`src/sv/biq_pkg.sv`:
```
package biq_pkg;

	localparam int SAMPLE_W  = 24;
	localparam int COEF_W    = 32;
	localparam int COEF_FRAC = COEF_W - 4;
	localparam int NUM_COEFS = 5;
	localparam int PROD_W    = SAMPLE_W + COEF_W;
	// five products summed, exact
	localparam int ACC_W     = PROD_W + 3;
	localparam int RES_W     = ACC_W - COEF_FRAC;
	localparam int ADDR_W    = 5;
	localparam int IDX_W     = 3;
	localparam int Q_DEPTH   = 4;
	localparam int Q_PTR_W   = $clog2(Q_DEPTH);

	typedef logic signed [SAMPLE_W-1:0] sample_t;
	typedef logic signed [COEF_W-1:0]   coef_word_t;
	typedef logic signed [PROD_W-1:0]   prod_t;
	typedef logic signed [ACC_W-1:0]    acc_t;

	// register indexes
	localparam logic [IDX_W-1:0] REG_B0 = IDX_W'(0);
	localparam logic [IDX_W-1:0] REG_B1 = IDX_W'(1);
	localparam logic [IDX_W-1:0] REG_B2 = IDX_W'(2);
	localparam logic [IDX_W-1:0] REG_A1 = IDX_W'(3);
	localparam logic [IDX_W-1:0] REG_A2 = IDX_W'(4);

	// unity gain in Q4.28
	localparam coef_word_t COEF_ONE   = coef_word_t'(64'd1 << COEF_FRAC);
	localparam acc_t       ROUND_HALF = acc_t'(64'd1 << (COEF_FRAC - 1));
	localparam sample_t    SAMPLE_MAX = {1'b0, {(SAMPLE_W-1){1'b1}}};
	localparam sample_t    SAMPLE_MIN = {1'b1, {(SAMPLE_W-1){1'b0}}};

	typedef struct packed {
		sample_t sample_in;
		logic    block_end;
	} in_req_t;

	typedef struct packed {
		sample_t sample_out;
		logic    block_end_out;
	} out_req_t;

	// one queued job: current input and its two predecessors
	typedef struct packed {
		sample_t x0;
		sample_t x1;
		sample_t x2;
		logic    block_end;
	} job_t;

	typedef struct packed {
		coef_word_t b0;
		coef_word_t b1;
		coef_word_t b2;
		coef_word_t a1;
		coef_word_t a2;
	} coef_set_t;

endpackage

```
`src/sv/biq_front.sv`:
```
module biq_front (
	input  logic             clk,
	input  logic             arst_n,
	input  logic             in_valid,
	output logic             in_ready,
	input  biq_pkg::in_req_t in_data,
	input  logic             q_full,
	output logic             q_push,
	output biq_pkg::job_t    q_job
);

	biq_pkg::sample_t x1_q;
	biq_pkg::sample_t x2_q;

	assign in_ready = !q_full;
	assign q_push   = in_valid && !q_full;

	always_comb begin
		q_job.x0        = in_data.sample_in;
		q_job.x1        = x1_q;
		q_job.x2        = x2_q;
		q_job.block_end = in_data.block_end;
	end

	// input history moves only on accepted requests
	always_ff @(posedge clk or negedge arst_n) begin
		if (!arst_n) begin
			x1_q <= '0;
			x2_q <= '0;
		end else if (q_push) begin
			x1_q <= in_data.sample_in;
			x2_q <= x1_q;
		end
	end

endmodule

```
`config.mk`:
```
export PLATFORM = sky130hd
export DESIGN_NAME = biq_front
export DESIGN_NICKNAME = d
export VERILOG_FILES = /design/src/sv/biq_pkg.sv /design/src/sv/biq_front.sv
export SDC_FILE = /design/constraint.sdc
export NUM_CORES = 1
export LEC_CHECK = 0
export BUFFER_PORTS_ARGS = -buffer_cell sky130_fd_sc_hd__clkbuf_2
export CAP_MARGIN = 20
export CORE_UTILIZATION = 40
export DETAILED_ROUTE_END_ITERATION = 7
export GPL_TIMING_DRIVEN = 0
export PLACE_DENSITY = 0.75
export SYNTH_ARGS = -nofsm -noshare
export SYNTH_HDL_FRONTEND = slang
export SYNTH_SLANG_ARGS = --single-unit
```
`constraint.sdc`:
```
create_clock -name clk -period 0.8 [get_ports clk]
set_input_delay 0.12 -clock clk [delete_from_list [all_inputs] [get_ports clk]]
set_output_delay 0.12 -clock clk [all_outputs]
set_load 0.005 [all_outputs]
```
==> flow_summary_export.csv, run 1 <==
group,metric,value,unit
run_status,status,"finished with violations",
run_status,violations,"hold timing, setup timing",
critical_path,critPathLaunchType,"flop",
critical_path,worstRegToRegCells,2,
layout,diodes,0,
logic_synthesis,ys_seq_area_share,59.0,%
grt,antenna_found_initial,0,
power,combPwrFrac,30.4,%
logic_synthesis,ys.flop_type,"dfrtp_1",
logic_synthesis,synth_edf_count,0,
logic_synthesis,yosysMostFrequentCell,"dfrtp_1",
placement,portBuffers,102,
clock_tree,cts_sinks,48,
logic_synthesis,yosysTopAreaCellShare,59.0,%
power,vdd_drop_max,0.00141,V
power,leakagePower,1.69,nW
critical_path,r2r_end,"x1_q[15]",
logic_synthesis,syn_area_per_cell,15.9,um2
layout,syn_to_final_growth,57.6,%
placement,place_hpwl,2970,um
die,start_util,42.2,%
layout,layout-drive-gt1-share,81.5,%
critical_path,crit_family,"flip-flops",
layout,stdcell_area,3210,um2
critical_path,worstPathRequired,0.68,ns
power,power.total,7.03,mW
placement,place_ws,-0.358,ns
critical_path,critical_path_depth,1,
clock_tree,cts_root_buf,"clkbuf_8",
grt,overflow,0,
die,std_cell_rows,25,
route,drt_iter0_markers,36,
clock_tree,tritoncts,"built",
route,drc,0,
sta,setup_ws,-0.140,ns
power,power.share.clock,24.1,%
logic_synthesis,synthArstFlopShare,100,%
sta,setup-violations-final,87,
route,viasPerCell,4.42,
layout,post-route-util,66.5,%
sta,hold_ws,-0.134,ns
grt,grt_pass1_vias,1430,
route,num_vias,1494,
clock_tree,numCtsBuffers,5,
sta,max_freq,1.06,GHz
critical_path,cpMaxStageDelayCell,"dfrtp_1",
critical_path,cp-end-kind,"output pin",
die,dieArea,5380,um2
clock_tree,clock_latency,0.29,ns
sta,skew,0.00199,ns
logic_synthesis,synth_common_cells,"dfrtp_1 (48), mux2_2 (39), buf_4 (28)",
route,dr.pass1.iters,4,
critical_path,crit_path_max_incr_delay,0.41,ns
die,core,4820,um2
logic_synthesis,synthCells,128,
layout,nNetsFinal,299,
logic_synthesis,mappedNetlistArea,2030,um2
critical_path,r2r_slack,-0.10,ns
hold_path,hold_path_class,"input port to async pin",
power,p_sw_share,24.9,%
sta,final_max_slew_viol_count,0,
critical_path,r2r-start,"x1_q[15]",
logic_synthesis,synth_top_area_cell,"dfrtp_1",
power,p_sw,1.75,mW
critical_path,critPathMaxFanout,2,
route,wire_per_inst,13.6,um
logic_synthesis,yosys-top-cells-area,"dfrtp_1 (59%), mux2_2 (22%), buf_4 (10%), mux2_4 (6.6%), buf_12 (0.98%)",
clock_tree,clk_pin_slew,0.08,ns
placement,placed_area,2660,um2
logic_synthesis,ys_ff_latch,48,
placement,gp_congestion,0.672,
power,powerDensity,2190,nW/um2
power,seq_power_share,45.5,%
sta,hold_viol,26,
critical_path,worstPathArrival,0.82,ns
sta,grt_setup_unrepaired,"yes",
grt,track_usage,16.7,%
power,internal-power,5.28,mW
die,die_w,73.3,um
clock_tree,clk_path_buf_depth,2,
critical_path,crit_chain,"clkbuf_2",
sta,period_minus_slack,0.940,ns
sta,worstMarginPinSlew,0.720,ns
die,die_y,73.3,um
critical_path,cp.buffers_inverters,1,
grt,grt_max_degree,28,
grt,grt_first_pass_wirelength,6650,um
flow_run,maxCapViolations,0,
sta,relSlewSlack,52.0,%
logic_synthesis,yosysUniqueCellTypes,8,
critical_path,criticalPathCategory,"flop to output pin",
die,ios,104,
route,finalWirelength,4590,um
clock_tree,ctsHtreeMaxLevel,2,
logic_synthesis,synth_nets,157,
layout,n_fill_cell,371,
route,ant_nets,0,
sta,fin_crit_sh,117,%
logic_synthesis,yosysWarnings,0,
## worst max-delay path by stage
stage | from | endpoint
after global routing | x1_q[4] | q_job[29]
after floorplan | in_valid | x2_q[12]
final | x1_q[15] | q_job[40]
after global placement | q_full | x2_q[15]
after CTS | x1_q[10] | q_job[35]
after detailed placement | q_full | x2_q[15]
## timing repair
action / 4_1_cts / 5_1_grt
endpoints found under the setup margin: 59 / 96
setup buffers: 24 / 7
resized for setup: 11 / 33
hold endpoints to repair: 26 / 26
cloned: 0 / 1
## sequential cells by signal, summed over array words and instances, names as in the netlist
signal	flops
x2_q	24
x1_q	24
## metal layers
layer  vias up  share of wire (%)  GRT usage (%)
met5         -                  0              0
met4         0                1.2           5.77
met3         4                5.4           4.80
met2        59                 53           30.3
met1       739                 40           18.6
li1        692                  -              -
## stage by stage
stage                     std cells  setup TNS (ns)
after floorplan                 128           -5.07
after global placement          297          -30.38
after detailed placement        298          -13.88
after CTS                       330           -8.80
after global routing            338          -11.33
final                           338           -8.72
## cell type report
type / instances / area, um2 / share of cell area (%)
inverter: 1 / 3.75 / 0.117
timing repair buffer: 135 / 916 / 28.6
multi-input combinational: 49 / 637 / 19.9
clock buffer: 6 / 72.6 / 2.26
buffer: 30 / 256 / 8.00
clock inverter: 2 / 35.0 / 1.09
sequential: 48 / 1200 / 37.5
tap: 67 / 83.8 / 2.62
## power groups by stage
stage	clock (mW)	sequential, mW	combinational (mW)
2_1_floorplan	0	3.25	0.684
3_3_place_gp	0	3.21	1.46
3_5_place_dp	0	3.23	1.52
4_1_cts	1.76	3.16	1.91
5_1_grt	1.83	3.26	2.32
6_report	1.70	3.20	2.14
## layout by cell type, fill, tap and decap left out, drive strengths merged
cell type  instances
clkbuf           107
buf               64
dfrtp             48
mux2              48
inv                1
nor2b              1
bufinv             1
clkinv             1
## cells by family (layout without fill, tap and decap cells)
group	Yosys count	in the layout	share of synthesized area [%]
flops	48	48	59.0
mux	48	48	28.2
buf+inv	31	174	12.1
simple gates	1	1	0.676
No activity file was read; power rests on OpenSTA's default activity.
==> inputs of run 2 (changes only) <==
- BUFFER_PORTS_ARGS: -buffer_cell sky130_fd_sc_hd__clkbuf_2 -> -buffer_cell sky130_fd_sc_hd__buf_4
==> run 2 against run 1 <==
  * The flow still finishes with violations (hold timing, setup timing)
  * Register-to-register slack lost 0.03 ns
  * Sequential share of layout area shrank 5.3 points
  * Via count grew 5.1%
  * Final cell count grew 3.3%
==> flow_summary_export.csv, run 2 (same netlist as run 1, synthesis figures left out) <==
group,metric,value,unit
run_status,status,"finished with violations",
run_status,violations,"hold timing, setup timing",
sta,final_max_slew_viol_count,0,
critical_path,criticalPathCategory,"flop to output pin",
route,viasPerCell,4.50,
critical_path,crit_path_max_incr_delay,0.43,ns
route,topRoutingLayerUsed,"met4",
hold_path,hold_path_class,"input port to async pin",
route,drt_iter0_markers,75,
sta,period_minus_slack,0.989,ns
grt,overflow,0,
critical_path,critPathMaxFanout,2,
clock_tree,clk_pin_slew,0.09,ns
route,dr_wl_met2,3250,um
critical_path,cp-end-kind,"output pin",
critical_path,worstRegToRegCells,2,
placement,placed_area,2880,um2
route,dr.pass1.iters,2,
clock_tree,tritoncts,"built",
critical_path,r2r-start,"x1_q[11]",
route,wire_per_inst,17.0,um
placement,gp_congestion,0.674,
die,dieArea,5380,um2
layout,syn_to_final_growth,83.3,%
sta,worstMarginPinSlew,0.614,ns
grt,grt_max_degree,49,
critical_path,r2r_end,"x1_q[11]",
power,p_sw,2.03,mW
critical_path,critPathLaunchType,"flop",
route,wl_met3,329,um
power,internal-power,5.82,mW
die,die_w,73.3,um
layout,nNetsFinal,310,
sta,hold_ws,-0.180,ns
layout,reg_top3,"x1_q (24), x2_q (24)",
layout,diodes,0,
layout,layout-drive-gt1-share,82.6,%
sta,max_freq,1.01,GHz
critical_path,cpMaxStageDelayCell,"dfrtp_1",
power,seq_power_share,42.4,%
power,vdd_drop_max,0.00147,V
sta,tns,-11.55,ns
sta,fin_crit_sh,124,%
clock_tree,clock_latency,0.30,ns
clock_tree,numCtsBuffers,5,
placement,place_hpwl,3070,um
critical_path,crit_family,"flip-flops",
critical_path,worstPathRequired,0.68,ns
critical_path,worstPathArrival,0.87,ns
power,p_sw_share,25.8,%
flow_run,maxCapViolations,0,
sta,setup_ws,-0.189,ns
die,die_y,73.3,um
grt,grt_pass1_vias,1670,
sta,relSlewSlack,59.1,%
sta,setup-violations-final,94,
critical_path,r2r_slack,-0.13,ns
sta,hold_viol,48,
layout,stdcell_area,3730,um2
route,ant_nets,0,
layout,mostFrequentLayoutCell,"buf_4",
power,power.total,7.84,mW
critical_path,cp.buffers_inverters,1,
sta,skew,0.00634,ns
die,ios,104,
route,finalWirelength,5940,um
critical_path,crit_chain,"buf_6",
route,num_vias,1570,
layout,n_fill_cell,308,
die,start_util,42.2,%
grt,grt_first_pass_wirelength,8000,um
clock_tree,cts_sinks,48,
route,drc,0,
die,std_cell_rows,25,
power,combPwrFrac,38.8,%
clock_tree,clk_path_buf_depth,2,
grt,antenna_found_initial,0,
power,power.share.clock,18.7,%
route,met1_length,2280,um
sta,grt_setup_unrepaired,"yes",
clock_tree,cts_root_buf,"clkbuf_8",
die,core,4820,um2
placement,portBuffers,102,
critical_path,crit_start,"x1_q[11]",
layout,layout_common_cells,"buf_4 (87), buf_6 (83), dfrtp_1 (48)",
grt,track_usage,20.3,%
power,leakagePower,1.87,nW
clock_tree,ctsHtreeMaxLevel,2,
power,powerDensity,2100,nW/um2
run 2: cell count changes in the layout (fill, tap and decap cells not counted), sizes merged:
cell / previous run / this run
clkbuf: 107 / 7
buf: 64 / 175
clkinv: 1 / 2
bufinv: 1 / 0
run 2: area by class of cell:
class | instances | area [um2] | area share [%]
Multi-Input combinational cell | 49 | 644 | 17.3
Timing Repair Buffer | 146 | 1450 | 38.8
Buffer | 30 | 258 | 6.91
Clock inverter | 2 | 10.0 | 0.268
Sequential cell | 48 | 1200 | 32.2
Tap cell | 67 | 83.8 | 2.25
Clock buffer | 6 | 82.6 | 2.21
Inverter | 1 | 3.75 | 0.101
run 2: worst max path at each step:
stage / end / slack (ns) / cells past startpoint
CTS: q_job[29] / -0.16 / 1
global placement: x2_q[18] / -0.37 / 5
finish: q_job[36] / -0.19 / 1
global route: q_job[36] / -0.21 / 1
detailed placement: x2_q[12] / -0.37 / 5
floorplan: x2_q[12] / -0.17 / 4
run 2: routing by layer:
| layer | vias up | GRT usage (%) |
|---|---|---|
| li1 | 709 | - |
| met1 | 792 | 22.5 |
| met2 | 60 | 38.1 |
| met3 | 9 | 4.39 |
| met4 | 0 | 7.26 |
| met5 | - | 0 |
run 2: what timing repair did:
action | 4_1_cts | 5_1_grt
gates cloned | 0 | 1
gates resized for setup | 72 | 32
buffers inserted | 33 | 10
hold endpoints to repair | 48 | 48
endpoints found under the setup margin | 58 | 97
run 2: stage by stage:
stage | instances | utilization, % | hold slack, ns | setup slack (ns)
after floorplan | 128 | - | -0.176 | -0.173
after global placement | 297 | 59.9 | 0.166 | -0.368
after detailed placement | 297 | 59.9 | 0.172 | -0.371
after CTS | 338 | 72.5 | -0.149 | -0.162
after global routing | 349 | 77.4 | -0.132 | -0.212
final | 349 | 77.4 | -0.180 | -0.189
run 2: power groups by stage:
stage          clock [mW]  combinational (mW)  sequential, mW
3_5_place_dp            0                1.85            3.24
4_1_cts              1.50                2.70            3.26
2_1_floorplan           0               0.684            3.25
6_report             1.47                3.04            3.33
3_3_place_gp            0                1.81            3.21
5_1_grt              1.60                3.22            3.37
==> inputs of run 3 (changes only) <==
- ABC_AREA: not set -> 1
- CORE_UTILIZATION: 40 -> 41
- PLACE_DENSITY: 0.75 -> 0.76
==> run 3 against run 2 <==
  * The flow still finishes with violations (hold timing, setup timing)
  * Via count is 37% higher
  * Power is 7.9% lower
  * Sequential share of layout area is 0.054 points lower
  * Global-route usage is 3.2 points higher
  * Non-clock buffer count is 10 higher
  * Maximum frequency is 1.3% higher
  * Routed wire length is 9.2% higher
  * Largest cell class unchanged
  * Highest routed layer unchanged
==> flow_summary_export.csv, run 3 <==
group,metric,value,unit
critical_path,crit_path_max_incr_delay,0.43,ns
grt,grt_first_pass_wirelength,9490,um
sta,setup-violations-final,60,
placement,place_hpwl,3810,um
grt,track_usage,23.5,%
critical_path,crit_chain,"buf_6",
grt,use_met3,6.63,%
clock_tree,ctsHtreeMaxLevel,2,
critical_path,critPathLaunchType,"flop",
route,drc,0,
grt,use_met2,42.3,%
placement,place_ws,-0.235,ns
route,ant_nets,0,
die,die_y,73.2,um
sta,setup_ws,-0.176,ns
power,vdd_drop_max,0.00130,V
power,p_sw,1.90,mW
critical_path,worstPathArrival,0.86,ns
die,start_util,43.5,%
layout,mostFrequentLayoutCell,"buf_4",
hold_path,hold_path_class,"input port to async pin",
die,core,4790,um2
logic_synthesis,ys.flop_type,"dfrtp_1",
clock_tree,tritoncts,"built",
critical_path,cpMaxStageDelayCell,"dfrtp_1",
layout,diodes,0,
logic_synthesis,synth_common_cells,"nand2_1 (97), dfrtp_1 (48), nand3_1 (48)",
sta,period_minus_slack,0.976,ns
route,finalWirelength,6490,um
clock_tree,clk_path_buf_depth,2,
sta,max_freq,1.03,GHz
sta,fin_crit_sh,122,%
layout,reg_top3,"x1_q (24), x2_q (24)",
placement,dp.cells,404,
route,drt_iter0_markers,91,
route,viasPerCell,4.72,
logic_synthesis,synth_top_area_cell,"dfrtp_1",
critical_path,cp.buffers_inverters,1,
grt,busiest_layer,"met2",
critical_path,worstRegToRegCells,4,
route,dr.pass1.iters,7,
placement,portBuffers,102,
layout,layout-drive-gt1-share,54.2,%
logic_synthesis,synthCells,235,
clock_tree,cts_root_buf,"clkbuf_8",
sta,hold_ws,-0.180,ns
layout,layout_common_cells,"buf_4 (112), nand2_1 (89), buf_6 (62)",
critical_path,critical_path_depth,1,
sta,skew,0.0104,ns
critical_path,cp-end-kind,"output pin",
clock_tree,numCtsBuffers,5,
logic_synthesis,yosysUniqueCellTypes,8,
logic_synthesis,synth_nets,264,
die,std_cell_rows,25,
critical_path,criticalPathCategory,"flop to output pin",
logic_synthesis,mappedNetlistArea,2080,um2
clock_tree,cts_sinks,48,
critical_path,worstPathRequired,0.68,ns
logic_synthesis,synth_edf_count,0,
grt,overflow,0,
sta,grt_setup_unrepaired,"yes",
power,p_sw_share,26.4,%
die,dieArea,5360,um2
flow_run,maxCapViolations,0,
power,powerDensity,1930,nW/um2
sta,worstMarginPinSlew,0.599,ns
grt,grt_max_degree,49,
logic_synthesis,yosysTopAreaCellShare,57.8,%
logic_synthesis,syn_area_per_cell,8.85,um2
sta,hold_viol,48,
sta,final_max_slew_viol_count,0,
layout,nNetsFinal,417,
layout,fin_cells,456,
power,combPwrFrac,31.3,%
power,internal-power,5.32,mW
die,die_w,73.2,um
power,seq_power_share,42.5,%
route,num_vias,2152,
sta,relSlewSlack,60.0,%
run_status,status,"finished with violations",
critical_path,critPathMaxFanout,2,
layout,n_fill_cell,316,
power,power.share.clock,26.2,%
route,wire_per_inst,14.2,um
logic_synthesis,yosysMostFrequentCell,"nand2_1",
placement,gp_congestion,0.740,
layout,syn_to_final_growth,79.6,%
logic_synthesis,ys_ff_latch,48,
grt,grt_pass1_vias,2029,
die,ios,104,
logic_synthesis,ys_seq_area_share,57.8,%
power,leakagePower,2.07,nW
clock_tree,clock_latency,0.29,ns
logic_synthesis,synthArstFlopShare,100,%
logic_synthesis,yosysWarnings,0,
critical_path,crit_family,"flip-flops",
logic_synthesis,yosys-top-cells-area,"dfrtp_1 (58%), nand2_1 (18%), nand3_1 (12%), buf_4 (10%), buf_2 (1.4%)",
grt,met1_usage,27.0,%
run_status,violations,"hold timing, setup timing",
clock_tree,clk_pin_slew,0.09,ns
grt,antenna_found_initial,0,
-- run 3: logic make-up after synthesis --
family,synth area share [%]
and+or+nand+nor,29.1
buffers and inverters,13.2
DFF,57.8
-- run 3: cell type report --
class / instances / area [um2] / area share (%)
Buffer: 40 / 293 / 7.84
Clock buffer: 7 / 96.3 / 2.58
Clock inverter: 1 / 30.0 / 0.804
Inverter: 2 / 12.5 / 0.335
Multi-Input combinational cell: 145 / 682 / 18.3
Sequential cell: 48 / 1200 / 32.2
Tap cell: 67 / 83.8 / 2.24
Timing Repair Buffer: 146 / 1340 / 35.8
-- run 3: final timing paths --
path | from | end | slack, ns
setup / recovery | x1_q[14] | q_job[39] | -0.18
hold / removal | arst_n | x2_q[0] | -0.18
setup reg to reg | x1_q[10] | x2_q[10] | -0.07
hold reg to reg | x2_q[4] | x2_q[4] | 0.50
max in group asynchronous | arst_n | x2_q[2] | 0.56
min in group clk | in_data[17] | x1_q[16] | 0.05
-- run 3: metal layers --
metal / wire length (um) / part of all wire, % / vias to the layer above
li1: - / - / 1022
met1: 2510 / 39 / 1033
met2: 3450 / 53 / 83
met3: 387 / 6.0 / 14
met4: 142 / 2.2 / 0
met5: 0 / 0 / -
-- run 3: power by group through the flow --
| stage | sequential, mW | combinational [mW] | clock, mW |
|---|---|---|---|
| 4_1_cts | 3.04 | 1.98 | 1.93 |
| 3_3_place_gp | 3.03 | 1.43 | 0 |
| 2_1_floorplan | 3.06 | 0.497 | 0 |
| 3_5_place_dp | 3.05 | 1.46 | 0 |
| 5_1_grt | 3.09 | 2.44 | 2.05 |
| 6_report | 3.07 | 2.26 | 1.89 |
-- run 3: timing repair --
item / CTS / global route
setup endpoints to repair: 50 / 63
gates resized for setup: 55 / 42
buffers inserted: 27 / 20
endpoints found under the hold margin: 48 / 48
pin swaps: 0 / 10
-- run 3: metrics by stage --
stage	TNS (ns)	util, %	instance area [um2]	total power, mW
detailed placement	-7.60	61.2	2930	4.52
global route	-9.13	78.0	3730	7.59
global placement	-6.67	61.2	2930	4.46
floorplan	0	-	2080	3.55
CTS	-6.95	72.3	3460	6.95
finish	-7.26	78.0	3730	7.22
