`src/sv/biq_pkg.sv`:
```
package biq_pkg;

	localparam int SAMPLE_W  = 24;
	localparam int COEF_W    = 32;
	localparam int COEF_FRAC = COEF_W - 4;
	localparam int NUM_COEFS = 5;
	localparam int PROD_W    = SAMPLE_W + COEF_W;
	// five products summed, exact
	localparam int ACC_W     = PROD_W + 3;
	localparam int RES_W     = ACC_W - COEF_FRAC;
	localparam int ADDR_W    = 5;
	localparam int IDX_W     = 3;
	localparam int Q_DEPTH   = 4;
	localparam int Q_PTR_W   = $clog2(Q_DEPTH);

	typedef logic signed [SAMPLE_W-1:0] sample_t;
	typedef logic signed [COEF_W-1:0]   coef_word_t;
	typedef logic signed [PROD_W-1:0]   prod_t;
	typedef logic signed [ACC_W-1:0]    acc_t;

	// register indexes
	localparam logic [IDX_W-1:0] REG_B0 = IDX_W'(0);
	localparam logic [IDX_W-1:0] REG_B1 = IDX_W'(1);
	localparam logic [IDX_W-1:0] REG_B2 = IDX_W'(2);
	localparam logic [IDX_W-1:0] REG_A1 = IDX_W'(3);
	localparam logic [IDX_W-1:0] REG_A2 = IDX_W'(4);

	// unity gain in Q4.28
	localparam coef_word_t COEF_ONE   = coef_word_t'(64'd1 << COEF_FRAC);
	localparam acc_t       ROUND_HALF = acc_t'(64'd1 << (COEF_FRAC - 1));
	localparam sample_t    SAMPLE_MAX = {1'b0, {(SAMPLE_W-1){1'b1}}};
	localparam sample_t    SAMPLE_MIN = {1'b1, {(SAMPLE_W-1){1'b0}}};

	typedef struct packed {
		sample_t sample_in;
		logic    block_end;
	} in_req_t;

	typedef struct packed {
		sample_t sample_out;
		logic    block_end_out;
	} out_req_t;

	// one queued job: current input and its two predecessors
	typedef struct packed {
		sample_t x0;
		sample_t x1;
		sample_t x2;
		logic    block_end;
	} job_t;

	typedef struct packed {
		coef_word_t b0;
		coef_word_t b1;
		coef_word_t b2;
		coef_word_t a1;
		coef_word_t a2;
	} coef_set_t;

endpackage

```
`src/sv/biq_queue.sv`:
```
module biq_queue (
	input  logic          clk,
	input  logic          arst_n,
	input  logic          push,
	input  biq_pkg::job_t push_job,
	output logic          full,
	input  logic          pop,
	output logic          not_empty,
	output biq_pkg::job_t head_job
);

	biq_pkg::job_t                  mem_q [biq_pkg::Q_DEPTH];
	logic [biq_pkg::Q_PTR_W-1:0]    wr_ptr_q;
	logic [biq_pkg::Q_PTR_W-1:0]    rd_ptr_q;
	logic [biq_pkg::Q_PTR_W:0]      count_q;
	logic                           do_pop;

	assign full      = (count_q == (biq_pkg::Q_PTR_W+1)'(biq_pkg::Q_DEPTH));
	assign not_empty = (count_q != '0);
	assign do_pop    = pop && not_empty;
	assign head_job  = mem_q[rd_ptr_q];

	always_ff @(posedge clk) begin
		if (push) begin
			mem_q[wr_ptr_q] <= push_job;
		end
	end

	always_ff @(posedge clk or negedge arst_n) begin
		if (!arst_n) begin
			wr_ptr_q <= '0;
			rd_ptr_q <= '0;
			count_q  <= '0;
		end else begin
			if (push) begin
				wr_ptr_q <= wr_ptr_q + 1'b1;
			end
			if (do_pop) begin
				rd_ptr_q <= rd_ptr_q + 1'b1;
			end
			unique case ({push, do_pop})
				2'b10:   count_q <= count_q + 1'b1;
				2'b01:   count_q <= count_q - 1'b1;
				default: count_q <= count_q;
			endcase
		end
	end

endmodule

```
`config.mk`:
```
export PLATFORM = sky130hd
export DESIGN_NAME = biq_queue
export DESIGN_NICKNAME = d
export VERILOG_FILES = /design/src/sv/biq_pkg.sv /design/src/sv/biq_queue.sv
export SDC_FILE = /design/constraint.sdc
export NUM_CORES = 1
export LEC_CHECK = 0
export BUFFER_PORTS_ARGS = -buffer_cell sky130_fd_sc_hd__buf_2
export CORE_MARGIN = 3
export CORE_UTILIZATION = 38
export DETAILED_ROUTE_END_ITERATION = 7
export PLACE_DENSITY_LB_ADDON = 0.05
export SLEW_MARGIN = 10
export SYNTH_ARGS = -nofsm -noshare
export SYNTH_HDL_FRONTEND = slang
export SYNTH_SLANG_ARGS = --single-unit
```
`constraint.sdc`:
```
create_clock -name clk -period 2.7 [get_ports clk]
set_input_delay 0.54 -clock clk [delete_from_list [all_inputs] [get_ports clk]]
set_output_delay 0.54 -clock clk [all_outputs]
set_load 0.02 [all_outputs]
```
==> metrics.md, run 1 <==
| Metric | Value |
|---|---|
| Routability congestion estimate | `between 0.6 and 0.7` |
| Hpwl dp | `12300 um` |
| Die area | `0.0309 mm^2` |
| Die W | `176 um` |
| Bufs and invs on worst path | `2` |
| Antenna cells | `0` |
| Most frequent cells in the layout | `292 x edfxtp_1, 151 x buf_2, 73 x mux4_2` |
| Syn_nets | `between 500 and 600` |
| Drt pass-1 iters | `4` |
| First-pass GRT wire length | `31900 um` |
| Mean area per synthesized cell | `26.2 um^2` |
| Routed WL | `21000 um` |
| Largest family of logic cells by synthesized area | `multiplexers` |
| Complex-gate fraction of the synthesized area | `0.126%` |
| Hold EP | `mem_q[2][51]` |
| Min-delay worst type | `input port to flop` |
| Total GRT Usage | `13.5%` |
| Max cap viols | `0` |
| Top delay family on crit path | `multiplexers` |
| Antenna Nets Post-Route | `0` |
| IR drop worst, VDD | `0.000692 V` |
| CP required | `2.16 ns` |
| Yosys reg bits | `299` |
| CP Launch Type | `flop` |
| Buffers on Ports | `between 150 and 200` |
| P per Cell Area | `1130 mW/mm^2` |
| Final Cell Area | `0.0132 mm^2` |
| Tot Pwr | `between 10 and 15 mW` |
| Period utilisation layout | `94.4%` |
| Yosys warns | `0` |
| Wire per inst | `21.0 um` |
| Clock Skews | `0.00583 ns` |
| Vias in the first global route | `roughly 5400` |
| Post-synth top area cell | `edfxtp_1` |
| Largest net degree at the start of global routing | `47` |
| Clock Tree Buf Depth | `3` |
| CTS resizes | `0` |
| Reg2reg end | `count_q[2]` |
| Arr. time, crit path | `approximately 2 ns` |
| Critical path's slowest cell | `mux4_2` |
| R2R Path Start | `count_q[0]` |
| Crit. End Element | `output port` |
| Gate Count Post-Synth | `approximately 420` |
| Endpoints failing setup | `0` |
| Clk_lat worst skew | `between 0.5 and 0.6 ns` |
| CP max stage delay | `0.55 ns` |
| Mux contribution to synthesized area | `roughly 15%` |
| Fin crit period | `2.55 ns` |
| Sink Count | `299` |
| Worst Hold Depth | `1` |
| Area Growth Syn to Fin | `20.7%` |
| # hold bufs at CTS | `1` |
| I/O pin cnt | `152` |
| Fmax | `392 MHz` |
| Vias | `slightly below 5000` |
| Hold Path Origin | `push_job[51]` |
| Post-Syn Area | `approximately 0.011 mm^2` |
| P_leak | `4.51 nW` |
| Core Rows | `61` |
| CTS HTree Levels | `1` |
| Status | `finished, final reports clean` |
| Rel. slew slack | `69.4%` |
| DRT iter0 DRCs | `272` |
| Critical path class | `flop to output port` |
| Worst-margin pin slew | `~0.46 ns` |
| Post-Synth Simple-Gate Area | `less than 1%` |
| Final TNS setup | `0 ns` |
| Clock transition at path regs | `about 0.060 ns` |
| Starting density of the core | `38.9%` |
| Clock root buffer | `clkbuf_16` |
| Synth top area share | `80.2%` |
| Slew Limit Fails | `0` |
| Cell variety after synth | `20` |
| Final hold violations | `0` |
| R2r setup slk | `between 0.8 and 0.9 ns` |
| Num CTS Buffers | `31` |
| Post-layout util | `47.0%` |
| R2R cell count | `7` |
| Core area | `0.0281 mm^2` |
| Cell Chain, Critical Path | `buf_12 -> mux4_2 -> buf_2` |
| Post-CTS setup buffer count | `0` |
| Most common cell after layout, fill and taps aside | `edfxtp_1` |
| Max Fanout on Critical Path | `28` |
| Area contributors post-synth | `edfxtp_1 80%, mux4_2 15%, dfrtp_1 1.6%` |
| Initial antenna violation count | `1` |
| Area after DPL | `0.0123 mm^2` |
| GRT overflow | `0` |
| Xor/xnor cell area share of the yosys netlist | `less than 1%` |
| Post-synthesis sequential area ratio | `81.8%` |
| DR vias/cell | `4.92` |
| Die H | `176 um` |
| RSZ-0062 raised after global routing | `false` |
| Post-Synth Adder-Cell Area | `less than 1%` |
| CTS tree | `built` |
| Share of post-route cells with drive strength above 1 | `45.4%` |
| Post-route DRC | `0` |
| Final net count | `683` |
| Hold Slack | `0.215 ns` |
## flip-flops by register name, indices dropped and copies added (netlist names)
name and count:
wr_ptr_q 2, count_q 3, mem_q 292, rd_ptr_q 2
## area by class of cell
| type | instances | area, um^2 |
|---|---|---|
| Timing Repair Buffer | 165 | 976 |
| Sequential cell | 299 | 8950 |
| Multi-Input combinational cell | 97 | 1860 |
| Tap cell | 378 | 473 |
| Clock inverter | 16 | 123 |
| Inverter | 6 | 22.5 |
| Fill cell | 2447 | 14900 |
| Clock buffer | 38 | 802 |
## report_power, final
part           total [mW]  leakage (nW)  switching [mW]  internal, mW
Sequential           6.29          2.76           0.212          6.08
Combinational        4.78          1.30            2.80          1.97
Clock                3.87         0.451            1.60          2.27
Total                14.9          4.51            4.62          10.3
## routing by layer
layer,routed length [um],vias up,part of all wire [%],global-route usage [%]
met5,13,-,0.062,0
met4,568,2,2.7,3.60
met3,1170,42,5.6,3.35
met2,10500,126,50,22.7
met1,8770,2588,42,17.8
li1,-,2160,-,-
## cell usage after synthesis, drive strengths merged
cell type and number:
or3 1, o31a 1, buf 15, xnor2 2, mux4 73, nor2 1, mux2i 1, and2 4
o21ai 1, clkbuf 1, inv 6, edfxtp 292, ha 5, dfrtp 7, fa 1, nand2 2
and3 1, xor2 4
## worst max path at each step
stage	startpoint	end	slack [ns]	cells past startpoint
after floorplan	push	mem_q[3][0]	0.02	1
after global placement	rd_ptr_q[0]	head_job[46]	0.67	3
after detailed placement	rd_ptr_q[0]	head_job[46]	0.66	3
after CTS	rd_ptr_q[0]	head_job[47]	0.06	3
after global routing	rd_ptr_q[0]	head_job[47]	0.04	3
final	rd_ptr_q[0]	head_job[47]	0.15	3
## cell families after synthesis
| family | Yosys count |
|---|---|
| flip-flops | 299 |
| multiplexers | 74 |
| buffers and inverters | 22 |
| AND/OR/NAND/NOR | 9 |
| XOR/XNOR | 6 |
| adder cells (fa/ha/maj) | 6 |
| AO/OA/AOI/OAI | 2 |
## through the flow
step,cells,worst slack (ns)
after floorplan,418,0.0189
after global placement,944,0.668
after detailed placement,944,0.661
after CTS,999,0.0636
after global routing,999,0.0382
final,999,0.150
No activity file was read; power rests on OpenSTA's default activity.
==> inputs of run 2 (changes only) <==
- BUFFER_PORTS_ARGS: -buffer_cell sky130_fd_sc_hd__buf_2 -> unset
- CTS_CLUSTER_SIZE: unset -> 10
- DONT_BUFFER_PORTS: unset -> 1
==> run 2 against run 1 <==
Die area is the same. Count of clock-buffer cells in the layout is the same. Clock power grew 4%. Final area shrank 5.5%. Sequential share of layout area grew 4.0 points. Worst setup slack gained 0.048 ns. Worst hold slack lost 0.079 ns.
==> metrics.md, run 2 (synthesis results as in run 1) <==
| Metric | Value |
|---|---|
| Clock transition at path regs | `0.05 ns (about the same)` |
| Slew Limit Fails | `0 (unchanged)` |
| Max cap viols | `0 (unchanged)` |
| Period utilisation layout | `92.6% (-1.8 points)` |
| Core area | `0.0281 mm^2 (unchanged)` |
| Routed WL | `20500 um (-2.3%)` |
| Area Growth Syn to Fin | `14.1%` |
| Initial antenna violation count | `0 (-1)` |
| Post-route DRC | `0 (unchanged)` |
| Worst-margin pin slew | `0.715 ns (+0.256 ns)` |
| CP Launch Type | `flop` |
| Largest net degree at the start of global routing | `46 (-2.1%)` |
| Hold EP | `mem_q[3][67]` |
| CP required | `2.16 ns (about the same)` |
| Largest regs | `mem_q x292, count_q x3` |
| Clock Tree Buf Depth | `3 (unchanged)` |
| Crit. End Element | `output port` |
| Hold Path Origin | `push_job[67]` |
| Fin crit period | `2.50 ns (-0.0481 ns)` |
| RSZ-0062 raised after global routing | `false` |
| Max Fanout on Critical Path | `30 (+7.1%)` |
| Reg with most FFs | `mem_q` |
| Wire per inst | `24.4 um (+16%)` |
| Post-layout util | `44.4% (-2.6 points)` |
| Share of post-route cells with drive strength above 1 | `29.2% (-16 points)` |
| Routability congestion estimate | `0.651 (-3.1%)` |
| R2R Path Start | `count_q[0]` |
| # fillers | `2416 (-1.3%)` |
| CTS HTree Levels | `2 (+1)` |
| Total GRT Usage | `13.4% (-0.076 points)` |
| R2r setup slk | `0.87 ns (about the same)` |
| Starting density of the core | `38.9% (unchanged)` |
| IR drop worst, VDD | `0.000553 V (-20%)` |
| Drt pass-1 iters | `4 (unchanged)` |
| DRT iter0 DRCs | `257 (-5.5%)` |
| P per Cell Area | `1160 mW/mm^2 (+2.5%)` |
| DR vias/cell | `5.23 (+6.1%)` |
| I/O pin cnt | `152 (unchanged)` |
| Endpoints failing setup | `0 (unchanged)` |
| Worst Hold Depth | `0 (-1)` |
| Buffers on Ports | `0 (-100%)` |
| Vias in the first global route | `4907 (-9.0%)` |
| Final net count | `541 (-21%)` |
| Rel. slew slack | `52.4% (-17 points)` |
| Hpwl dp | `12100 um (-1.8%)` |
| Reg2reg end | `count_q[2]` |
| Critical path class | `flop to output port` |
| Max FFs per register | `292 (unchanged)` |
| Fmax | `400 MHz (+1.9%)` |
| Most frequent cells in the layout | `292 x edfxtp_1, 73 x mux4_2, 37 x clkbuf_16` |
| Antenna cells | `0 (unchanged)` |
| Status | `finished, final reports clean` |
| Clk_lat worst skew | `0.49 ns (-0.05 ns)` |
| Clock Skews | `0.0110 ns (+0.00521 ns)` |
| Sink Count | `299 (unchanged)` |
| CP max stage delay | `0.71 ns (+0.16 ns)` |
| Die W | `176 um (unchanged)` |
| Cell Chain, Critical Path | `buf_12 -> mux4_2` |
| GRT overflow | `0 (unchanged)` |
| Core Rows | `61 (unchanged)` |
| Arr. time, crit path | `1.96 ns (-0.05 ns)` |
| Num CTS Buffers | `36 (+16%)` |
| Die H | `176 um (unchanged)` |
| Most common cell after layout, fill and taps aside | `edfxtp_1` |
| First-pass GRT wire length | `30900 um (-3.2%)` |
| Final TNS setup | `0 ns (unchanged)` |
| Final hold violations | `0 (unchanged)` |
| Min-delay worst type | `input port to flop` |
| Critical path's slowest cell | `dfrtp_4` |
| CTS tree | `built` |
| Clock root buffer | `clkbuf_16` |
| Vias | `4389 (-11%)` |
| P_leak | `3.95 nW (-13%)` |
| Die area | `0.0309 mm^2 (unchanged)` |
| CTS resizes | `0 (unchanged)` |
| Antenna Nets Post-Route | `0 (unchanged)` |
| R2R cell count | `7 (unchanged)` |
-- run 2: cell types whose count changed in the layout (fill, tap and decap cells not counted) --
cell	change
clkinv_2	-3
clkbuf_16	+6
clkinvlp_4	-1
buf_2	-151
clkbuf_1	-6
buf_4	+6
clkinv_1	-6
bufinv_16	-2
buf_12	-2
-- run 2: routing by layer --
layer / wire (um) / vias up / global-route usage [%]
met5: 0 / - / 0
met4: 568 / 0 / 4.75
met3: 1910 / 47 / 5.49
met2: 10300 / 136 / 22.1
met1: 7720 / 2358 / 16.1
li1: - / 1848 / -
-- run 2: metrics by stage --
stage	power [mW]	std cells	instance area [um^2]	hold slack (ns)	setup WS, ns
5_1_grt	15.2	840	12500	0.107	0.104
6_report	14.5	840	12500	0.136	0.199
3_3_place_gp	10.6	795	11500	0.245	0.529
3_5_place_dp	10.7	795	11500	0.245	0.518
2_1_floorplan	9.64	418	10900	0.244	0.0189
4_1_cts	14.8	840	12500	0.105	0.124
-- run 2: layout make-up --
class                   instances  area, um^2  area share (%)
well taps                     378         473            3.79
clock inverters                 4        17.5           0.140
flip-flops and latches        299        8950            71.7
multi-input cells              97        1860            14.9
repair buffers                 18         225            1.80
inverters                       6        22.5           0.180
clock buffers                  38         930            7.45
-- run 2: worst max-delay path, delay by kind of cell, from the launching register on --
kind / cells / cell delay (ns)
buffers and inverters: 1 / 0.29
muxes: 1 / 0.44
DFF: 1 / 0.71
-- run 2: how the worst max path moves through the flow --
stage / from / end / slack (ns)
after floorplan: push / mem_q[3][0] / 0.02
after global placement: rd_ptr_q[0] / head_job[2] / 0.53
after detailed placement: rd_ptr_q[0] / head_job[50] / 0.52
after CTS: rd_ptr_q[1] / head_job[64] / 0.12
after global routing: rd_ptr_q[1] / head_job[66] / 0.10
final: rd_ptr_q[1] / head_job[64] / 0.20
-- run 2: report_power, final --
part / leakage [nW] / internal [mW] / total (mW) / switching, mW
Combinational: 0.719 / 1.50 / 4.03 / 2.52
Sequential: 2.76 / 6.09 / 6.40 / 0.309
Clock: 0.468 / 2.41 / 4.04 / 1.62
-- run 2: repair_timing --
item                                    4_1_cts  5_1_grt
buffers inserted                              2        0
endpoints found under the setup margin       19        0
endpoints found under the hold margin         7        0
hold buffers                                  1        0
==> inputs of run 3 (changes only) <==
- CORE_UTILIZATION: 38 -> 56
- CTS_BUF_LIST: unset -> sky130_fd_sc_hd__clkbuf_4 sky130_fd_sc_hd__clkbuf_8 sky130_fd_sc_hd__clkbuf_16
==> run 3 against run 2 <==
Wire length is 10% lower. Worst hold slack worse by 0.0048 ns. Non-clock buffer count is 1 higher. Core utilization is 21 points higher. Worst setup slack better by 0.053 ns. Clock skew is 0.0044 ns higher. Sequential share of layout area is 0.30 points higher. Critical path depth stayed put. Combinational power hardly changed. Critical endpoint is now head_job[17]. Largest power group unchanged.
==> metrics.md, run 3 (synthesis results as in run 1) <==
| Metric | Value |
|---|---|
| Layout Cells excl Fill | `731 (-13%)` |
| Core Rows | `50 (-18%)` |
| Clk_lat worst skew | `0.49 ns (about the same)` |
| RSZ-0062 raised after global routing | `false` |
| Antenna cells | `0 (unchanged)` |
| Die H | `146 um (-17%)` |
| Reg with most FFs | `mem_q` |
| Register Area | `0.00895 mm^2 (unchanged)` |
| Share of post-route cells with drive strength above 1 | `31.2% (+2.0 points)` |
| Worst-margin pin slew | `0.599 ns (-0.115 ns)` |
| Clock Skews | `0.0154 ns (+0.00437 ns)` |
| Clock root buffer | `clkbuf_16` |
| Crit. End Element | `output port` |
| Wire per inst | `25.2 um (+3.3%)` |
| DR vias/cell | `5.92 (+13%)` |
| Total GRT Usage | `18.1% (+4.6 points)` |
| Core area | `0.0190 mm^2 (-33%)` |
| Max cap viols | `0 (unchanged)` |
| Drt pass-1 iters | `4 (unchanged)` |
| Clock Tree Buf Depth | `3 (unchanged)` |
| Starting density of the core | `57.7% (+19 points)` |
| Arr. time, crit path | `1.91 ns (-0.05 ns)` |
| Final net count | `541 (unchanged)` |
| Critical path class | `flop to output port` |
| Hpwl dp | `11200 um (-7.4%)` |
| Final TNS setup | `0 ns (unchanged)` |
| Area Growth Syn to Fin | `13.6%` |
| Hold Slack | `0.131 ns (-0.00482 ns)` |
| Die area | `0.0212 mm^2 (-31%)` |
| Max Fanout on Critical Path | `37 (+23%)` |
| Area occupied by multi-input gates | `0.00186 mm^2 (unchanged)` |
| Routability congestion estimate | `0.712 (+9.4%)` |
| GRT overflow | `0 (unchanged)` |
| Largest net degree at the start of global routing | `38 (-17%)` |
| Buffers on Ports | `0 (unchanged)` |
| Vias | `4328 (-1.4%)` |
| Post-CTS setup buffer count | `0 (-2)` |
| Final hold violations | `0 (unchanged)` |
| CTS HTree Levels | `2 (unchanged)` |
| Final worst slack | `0.252 ns (+0.0531 ns)` |
| Slew Limit Fails | `0 (unchanged)` |
| Initial antenna violation count | `0 (unchanged)` |
| First-pass GRT wire length | `29200 um (-5.8%)` |
| I/O pin cnt | `152 (unchanged)` |
| Post-route DRC | `0 (unchanged)` |
| CTS resizes | `0 (unchanged)` |
| Min-delay worst type | `input port to flop` |
| Period utilisation layout | `90.7% (-2.0 points)` |
| CTS tree | `built` |
| Max FFs per register | `292 (unchanged)` |
| Most common cell after layout, fill and taps aside | `edfxtp_1` |
| P_leak | `4.01 nW (+1.5%)` |
| Clock transition at path regs | `0.05 ns (about the same)` |
| CP Launch Type | `flop` |
| Largest regs | `mem_q x292, count_q x3` |
| DRT iter0 DRCs | `281 (+9.3%)` |
| CP required | `2.16 ns (about the same)` |
| P per Cell Area | `1170 mW/mm^2 (+0.82%)` |
| Die W | `146 um (-17%)` |
| IR drop worst, VDD | `0.000766 V (+39%)` |
| Sink Count | `299 (unchanged)` |
| Routed WL | `18400 um (-10%)` |
| Most frequent cells in the layout | `292 x edfxtp_1, 73 x mux4_2, 37 x clkbuf_16` |
| Antenna Nets Post-Route | `0 (unchanged)` |
| Vias in the first global route | `5022 (+2.3%)` |
| Fmax | `408 MHz (+2.2%)` |
| Rel. slew slack | `60.0% (+7.7 points)` |
| Status | `finished, final reports clean` |
| Setup WS pre-CTS | `0.711 ns (+0.193 ns)` |
| Num CTS Buffers | `35 (-2.8%)` |
| Fin crit period | `2.45 ns (-0.0531 ns)` |
| Endpoints failing setup | `0 (unchanged)` |
| # fillers | `1222 (-49%)` |
| Post-layout util | `65.6% (+21 points)` |
| # hold bufs at CTS | `1 (unchanged)` |
| Placed insts | `680 (-14%)` |
run 3: changes by cell type in the layout (fill, tap and decap cells not counted), sizes merged:
| cell | previous run | this run |
|---|---|---|
| clkinv | 4 | 0 |
| clkbuf | 38 | 50 |
| buf | 17 | 18 |
run 3: layer usage:
metal	vias up	routed length, um	track usage (%)
met1	2281	6790	22.0
met4	0	457	6.55
met3	34	1720	7.16
met2	151	9460	29.7
li1	1862	-	-
met5	-	0	0
run 3: final cells by class:
| type | count | share of cell area, % |
|---|---|---|
| Clock buffer | 50 | 8.23 |
| Inverter | 6 | 0.181 |
| Multi-Input combinational cell | 97 | 15.0 |
| Sequential cell | 299 | 72.0 |
| Tap cell | 260 | 2.62 |
| Timing Repair Buffer | 19 | 1.97 |
run 3: worst paths after layout:
path | startpoint | end | slack [ns] | cells past startpoint
setup reg to reg | wr_ptr_q[0] | mem_q[0][14] | 0.80 | 4
hold / removal | push | wr_ptr_q[0] | 0.13 | 1
setup / recovery | rd_ptr_q[0] | head_job[17] | 0.25 | 2
hold reg to reg | count_q[2] | count_q[2] | 0.52 | 1
max in group asynchronous | arst_n | rd_ptr_q[0] | 2.03 | 1
min in group asynchronous | arst_n | wr_ptr_q[0] | 0.38 | 1
run 3: per-stage QoR:
step / power, mW / area, um^2
detailed placement: 10.6 / 11400
global route: 15.2 / 12400
floorplan: 9.64 / 10900
finish: 14.5 / 12400
CTS: 14.8 / 12400
global placement: 10.5 / 11400
run 3: report_power, final:
group	total (mW)	leakage, nW	switching, mW	internal, mW
registers	6.36	2.76	0.274	6.09
clock network	4.16	0.516	1.56	2.60
logic	4.00	0.730	2.49	1.51
run 3: critical path, stage by stage (launching register included):
cell and delay (ns):
dfrtp_4 0.46, buf_12 0.30, mux4_2 0.64
